### src/rtl/core/ecad_pkg.sv
// ----------------------------------------------------------------------------
// ecad_pkg
// shared constants, register codes and helpers of the delay-line effect
// ----------------------------------------------------------------------------
package ecad_pkg;

	localparam int DEF_HISTORY_DEPTH = 4096;
	localparam int DEF_OUTPUT_DEPTH  = 4096;
	localparam int DEF_SAMPLE_BITS   = 16;

	localparam int DELAY_W     = 12;
	localparam int GAIN_W      = 16;
	localparam int CFG_DATA_W  = 16;
	localparam int CFG_INDEX_W = 2;
	localparam int FRAC_BITS   = 15;

	// register indexes
	localparam logic [CFG_INDEX_W-1:0] REG_MODE  = 2'd0;
	localparam logic [CFG_INDEX_W-1:0] REG_DELAY = 2'd1;
	localparam logic [CFG_INDEX_W-1:0] REG_GAIN  = 2'd2;

	// effect modes, the unused code behaves as feed-forward
	localparam logic [1:0] MODE_FEEDFWD  = 2'd0;
	localparam logic [1:0] MODE_FEEDBACK = 2'd1;
	localparam logic [1:0] MODE_ALLPASS  = 2'd2;

	typedef logic [DELAY_W-1:0] delay_t;
	typedef logic signed [GAIN_W-1:0] gain_t;

	localparam delay_t DELAY_RESET = 12'd1;
	localparam gain_t  GAIN_RESET  = 16'sd16384;

	// delay reduced modulo a ring depth, restoring subtraction over the
	// few quotient bits a 12-bit delay can have against a depth of 16 or more
	function automatic delay_t delay_mod(input delay_t d, input int depth);
		logic [31:0] v;
		logic [31:0] step;
		v = 32'(d);
		for (int k = 7; k >= 0; k--) begin
			step = 32'(depth) << k;
			if ((step <= 32'((2 ** DELAY_W) - 1)) && (v >= step)) begin
				v = v - step;
			end
		end
		return delay_t'(v);
	endfunction

endpackage

### src/rtl/core/ecad_mix.sv
// ----------------------------------------------------------------------------
// ecad_mix
// one gain multiply-add in Q.15, truncation toward zero and saturation
// ----------------------------------------------------------------------------
module ecad_mix import ecad_pkg::*; #(
	parameter int SAMPLE_BITS = DEF_SAMPLE_BITS
) (
	input  logic [1:0]                    mode,
	input  gain_t                         gain,
	input  logic signed [SAMPLE_BITS-1:0] x,
	input  logic signed [SAMPLE_BITS-1:0] xd,
	input  logic signed [SAMPLE_BITS-1:0] yd,
	output logic signed [SAMPLE_BITS-1:0] y
);

	localparam int DIFF_W = SAMPLE_BITS + 1;
	localparam int PROD_W = GAIN_W + DIFF_W;
	localparam int ACC_W  = PROD_W + 1;
	localparam int QUO_W  = ACC_W - FRAC_BITS;
	localparam longint SAT_HI_L = (longint'(1) <<< (SAMPLE_BITS - 1)) - 1;
	localparam logic signed [QUO_W-1:0] SAT_HI = QUO_W'(SAT_HI_L);
	localparam logic signed [QUO_W-1:0] SAT_LO = QUO_W'(-SAT_HI_L - 1);

	logic signed [DIFF_W-1:0] base;
	logic signed [DIFF_W-1:0] mul_in;
	logic signed [PROD_W-1:0] prod;
	logic signed [ACC_W-1:0]  acc;
	logic signed [QUO_W-1:0]  quo_floor;
	logic signed [QUO_W-1:0]  quo;
	logic                     frac_nz;

	always_comb begin
		unique case (mode)
			MODE_FEEDBACK: begin
				base   = DIFF_W'(x);
				mul_in = DIFF_W'(yd);
			end
			MODE_ALLPASS: begin
				base   = DIFF_W'(xd);
				mul_in = DIFF_W'(x) - DIFF_W'(yd);
			end
			default: begin
				base   = DIFF_W'(x);
				mul_in = DIFF_W'(xd);
			end
		endcase
	end

	assign prod      = PROD_W'(gain) * PROD_W'(mul_in);
	assign acc       = (ACC_W'(base) <<< FRAC_BITS) + ACC_W'(prod);
	assign quo_floor = QUO_W'(acc >>> FRAC_BITS);
	assign frac_nz   = |acc[FRAC_BITS-1:0];
	// negative with a fraction: floor plus one gives truncation toward zero
	assign quo       = (acc[ACC_W-1] && frac_nz) ? quo_floor + QUO_W'(1) : quo_floor;

	always_comb begin
		if (quo > SAT_HI) begin
			y = SAT_HI[SAMPLE_BITS-1:0];
		end else if (quo < SAT_LO) begin
			y = SAT_LO[SAMPLE_BITS-1:0];
		end else begin
			y = quo[SAMPLE_BITS-1:0];
		end
	end

endmodule

### config.mk
export PLATFORM = sky130hd
export DESIGN_NAME = ecad_mix
export DESIGN_NICKNAME = d
export VERILOG_FILES = /design/src/rtl/core/ecad_pkg.sv /design/src/rtl/core/ecad_mix.sv
export SDC_FILE = /design/constraint.sdc
export NUM_CORES = 1
export LEC_CHECK = 0
export ABC_AREA = 0
export BUFFER_PORTS_ARGS = -buffer_cell sky130_fd_sc_hd__buf_2
export CAP_MARGIN = 20
export CORE_UTILIZATION = 60
export DETAILED_ROUTE_END_ITERATION = 10
export PLACE_DENSITY = 0.79
export SLEW_MARGIN = 20
export SYNTH_ARGS = -nofsm -noshare
export SYNTH_HDL_FRONTEND = slang
export SYNTH_SLANG_ARGS = --single-unit
### constraint.sdc
create_clock -name vclk -period 12.95
set_input_delay 0.6475 -clock vclk [all_inputs]
set_output_delay 0.6475 -clock vclk [all_outputs]
set_load 0.1 [all_outputs]
Yosys cells after proc, flatten, opt, wreduce, memory -nomap -nowiden
Cells that the tools add are included.

Output and inout port bits: 16. Word-level logic and storage cells: 15. Flip-flop bits (word level): 0.

Reduce and logical (&&, ||, !) cells: 2. Multipliers: 1. Equality and inequality tests: 2. Multiplexer cells: 5. $add $sub $neg: 3. Magnitude comparators: 2.

Operators with widths (count): $add A32 B33 Y34 (1); $pmux W17 S2 (1); $mul A16 B17 Y33 (1); $mux W16 (2); $add A19 B2 Y19 const B (1); $gt A19 B16 Y1 const B (1); $lt A19 B16 Y1 const B (1); $mux W19 (1); $mux W17 (1); $sub A16 B16 Y17 (1); $reduce_or A15 Y1 (1); $eq A2 B1 Y1 const B (1); $eq A2 B2 Y1 const B (1); $logic_and A1 B1 Y1 (1).

Longest topological paths before layout
Depth after elaboration: 10. Mapped depth: 42. Depth with buffers taken out: 39.

Worst setup path before layout
Ideal clock, no wire load.

Path kind: input to output. Start: input port x[0]. End: output port y[0]. Setup slack: 1.042 ns. Cell stages on the path: 35. Path buffers: 2. Data arrival time: 11.261 ns. Cell sequence: inv_1 -> ha_1 -> fa_1 -> nor2b_1 -> o21ai_0 -> a21boi_0 -> o21ai_0 -> a21boi_0 -> o21ai_0 -> a21oi_1 -> o2111ai_1 -> a21o_1 -> a21o_1 -> clkbuf_1 -> and2_1 -> fa_1 -> fa_1 -> inv_1 -> fa_1 -> inv_1 -> fa_1 -> fa_1 -> fa_1 -> ha_1 -> clkbuf_1 -> a21oi_1 -> o21ai_0 -> or3b_2 -> o21ba_2 -> xnor2_1 -> nand4b_4 -> nor4_4 -> xor2_1 -> a31oi_2 -> o21ai_0.

Cells in the longest elaborated chain, start to end: 10. Elaborated cells on any way between the ends: 13. Classes of those cells: add/sub: 3; mul: 1; order compare: 2; mux: 5; reduce/logical: 2.

RTL lines: start, declared (RTL line ecad_mix.sv:10) `input logic signed [SAMPLE_BITS-1:0] x,`; $sub A16 B16 Y17 (RTL line ecad_mix.sv:40) `mul_in = DIFF_W'(x) - DIFF_W'(yd);`; $pmux W17 S2 (RTL line ecad_mix.sv:33) `unique case (mode)`; $mul A16 B17 Y33 (RTL line ecad_mix.sv:49) `assign prod = PROD_W'(gain) * PROD_W'(mul_in);`; $add A32 B33 Y34 (*) (RTL line ecad_mix.sv:50) `assign acc = (ACC_W'(base) <<< FRAC_BITS) + ACC_W'(prod);`; branches (longest 2 deep; another with $add A19 B2 Y19); $mux W19 (*) (RTL line ecad_mix.sv:54) `assign quo = (acc[ACC_W-1] && frac_nz) ? quo_floor + QUO_W'(1) : quo_floor;`; $lt A19 B16 Y1 (RTL line ecad_mix.sv:59) `end else if (quo < SAT_LO) begin`; $mux W16 (RTL line ecad_mix.sv:59); $mux W16 (*) (RTL line ecad_mix.sv:57) `if (quo > SAT_HI) begin`; end, declared (RTL line ecad_mix.sv:13) `output logic signed [SAMPLE_BITS-1:0] y`.

Mark *: on every way between the ends.

Worst setup path in the final report
Start: input port x[0]. End: output port y[2].

The elaborated chain is that of the path after synthesis.

==> results.yml <==
critical_path:
  worst-path-buf-inv: 5
  crit_arrival_ns: 11.49
  cp.depth: 35
  cp_max_fo: 21
  criticalPathCategory: "in -> out"
  crit_family: "adder cells"
  cpMaxStageDelayCell: "fa_1"
  crit_top_cell: "fa_1"
  end_kind: "primary output"
  critical_path.max_stage_delay_ns: 0.86
  setup.worst_path.start_class: "primary input"
  critPathLaunch: "x[0]"
  critPathCapture: "y[2]"
  worst_ep_required_time_ns: 12.30
sta:
  finalSetupViolations: 0
  fmax_mhz: 82.4
  period_share_pct: 93.7
  finalCriticalPeriod_ns: 12.14
  tightest_slew_ns: 0.998
  tns_ns: 0
  fin_ws_ns: 0.811
  slew_violations: 0
  hold_violations: 0
  rsz0062_at_grt: "no"
  slew_headroom_pct: 33.5
finish:
  drive_gt1_share_pct: 10.6
  seq_cells: 0
  nNetsFinal: 2078
  area_growth_pct: 4.37
  fillCellCount: 1837
  clock_buffers: 0
  seq_area_um2: 0
  final_common_cell: "inv_1"
  final_cell_mix: "392 x inv_1, 299 x fa_1, 130 x and2_1, 126 x nand2_1, 115 x ha_1"
  multi_input_area_um2: 11900
  diodes: 0
route:
  ant_nets: 0
  drtIter0Drc: 572
  first_pass_iters: 5
  vias: 10800
  wl_um: 33900
  drc: 0
  wl_per_cell_um: 18.1
  viasPerCell: 5.77
die:
  die_y_um: 153
  die_w_um: 153
  core-area_um2: 22100
  start_util_pct: 61.8
  rows: 54
  io_pins: 82
  die_area_um2: 23400
synth:
  netlist.area_leader.share_pct: 43.8
  synth_area_leader_cell: "fa_1"
  yosysUniqueCellTypes: 89
  synth_cells: 1563
  yosysSeqAreaShare_pct: 0
  yosysWarningCount: 0
  synth_area_leaders: "fa_1 44%, inv_1 11%, ha_1 11%"
  synth_fp_nets: 2043
  avgSynthCellArea_um2: 8.74
  netlist_area_um2: 13700
placement:
  gp_congestion: 0.890
  portBuffers: 82
  pre_cts_slack_ns: 0.866
  dp_hpwl_um: 28200
clock_network:
  post_cts_buffers: 0
  hold_buffers: 0
  cts-resized-gates: 0
global_route:
  grt_pass1_vias: 11600
  overflow: 0
  antenna_found_initial: 0
  grt_max_degree: 35
  grt_first_pass_wirelength_um: 57200
  grt_usage_pct: 30.9
run:
  cap_viol_max_count: 0
status:
  status: "complete, no violations"
hold_path:
  hold_path_class: "in -> out"
## Yosys cell counts, drive strengths merged, types with 3 or more instances
| master | number |
|---|---|
| nor4b | 3 |
| a21o | 9 |
| o21a | 6 |
| ha | 115 |
| o2111ai | 3 |
| nand4 | 9 |
| mux2i | 7 |
| nor4 | 4 |
| clkbuf | 47 |
| o211ai | 7 |
| and3 | 15 |
| nor2 | 45 |
| or3b | 3 |
| xor2 | 18 |
| nand2 | 126 |
| o21ai | 53 |
| a21boi | 13 |
| a21oi | 49 |
| nand2b | 12 |
| mux2 | 19 |
| xnor2 | 31 |
| and2 | 131 |
| or3 | 8 |
| or2 | 5 |
| o21bai | 5 |
| buf | 12 |
| nor3 | 12 |
| o31ai | 3 |
| fa | 299 |
| a31oi | 6 |
| nand3 | 22 |
| a2111oi | 4 |
| a221oi | 7 |
| nor2b | 18 |
| a211oi | 9 |
| inv | 392 |
## tightest hold or removal path: cells and delay by family
kind	cells	cell delay, ns
simple gates	2	0.19
compound gates	3	0.40
mux	2	0.34
buf+inv	2	0.60
## worst min-delay path by stage
stage	slack, ns	cells past startpoint	start	to
floorplan	2.41	8	gain[0]	y[7]
global placement	2.81	9	gain[0]	y[1]
detailed placement	2.81	9	gain[0]	y[1]
CTS	2.81	9	gain[0]	y[1]
global route	2.92	9	gain[0]	y[1]
finish	2.82	9	gain[0]	y[1]
## layer usage
metal | track usage (%) | share of wire [%]
met5 | 0 | 0
met3 | 2.30 | 5.1
met1 | 36.7 | 37
met4 | 16.4 | 6.4
met2 | 56.1 | 51
## area by class of cell
cell class,instances,area share (%)
well taps,280,2.46
multi-input cells,1112,83.8
inverters,392,10.3
repair buffers,92,3.41
## logic make-up after synthesis
group	count (synthesis)	share of synthesized area, %
AOI/OAI and AO/OA	199	10.9
and+or+nand+nor	424	16.7
xor gates and xnor gates	49	3.20
muxes	26	2.11
adders and majority gates	414	54.4
buffers and inverters	451	12.6
## per-stage QoR
| step | area, µm² | utilization [%] | hold slack [ns] | instances |
|---|---|---|---|---|
| after floorplan | 13700 | - | 2.41 | 1563 |
| after global placement | 14300 | 64.5 | 2.81 | 1876 |
| after detailed placement | 14300 | 64.5 | 2.81 | 1876 |
| after CTS | 14300 | 64.5 | 2.81 | 1876 |
| after global routing | 14300 | 64.5 | 2.92 | 1876 |
| final | 14300 | 64.5 | 2.82 | 1876 |
Power is not shown: default switching activity piles up to over one toggle a cycle in this logic, so the estimate is an artifact.
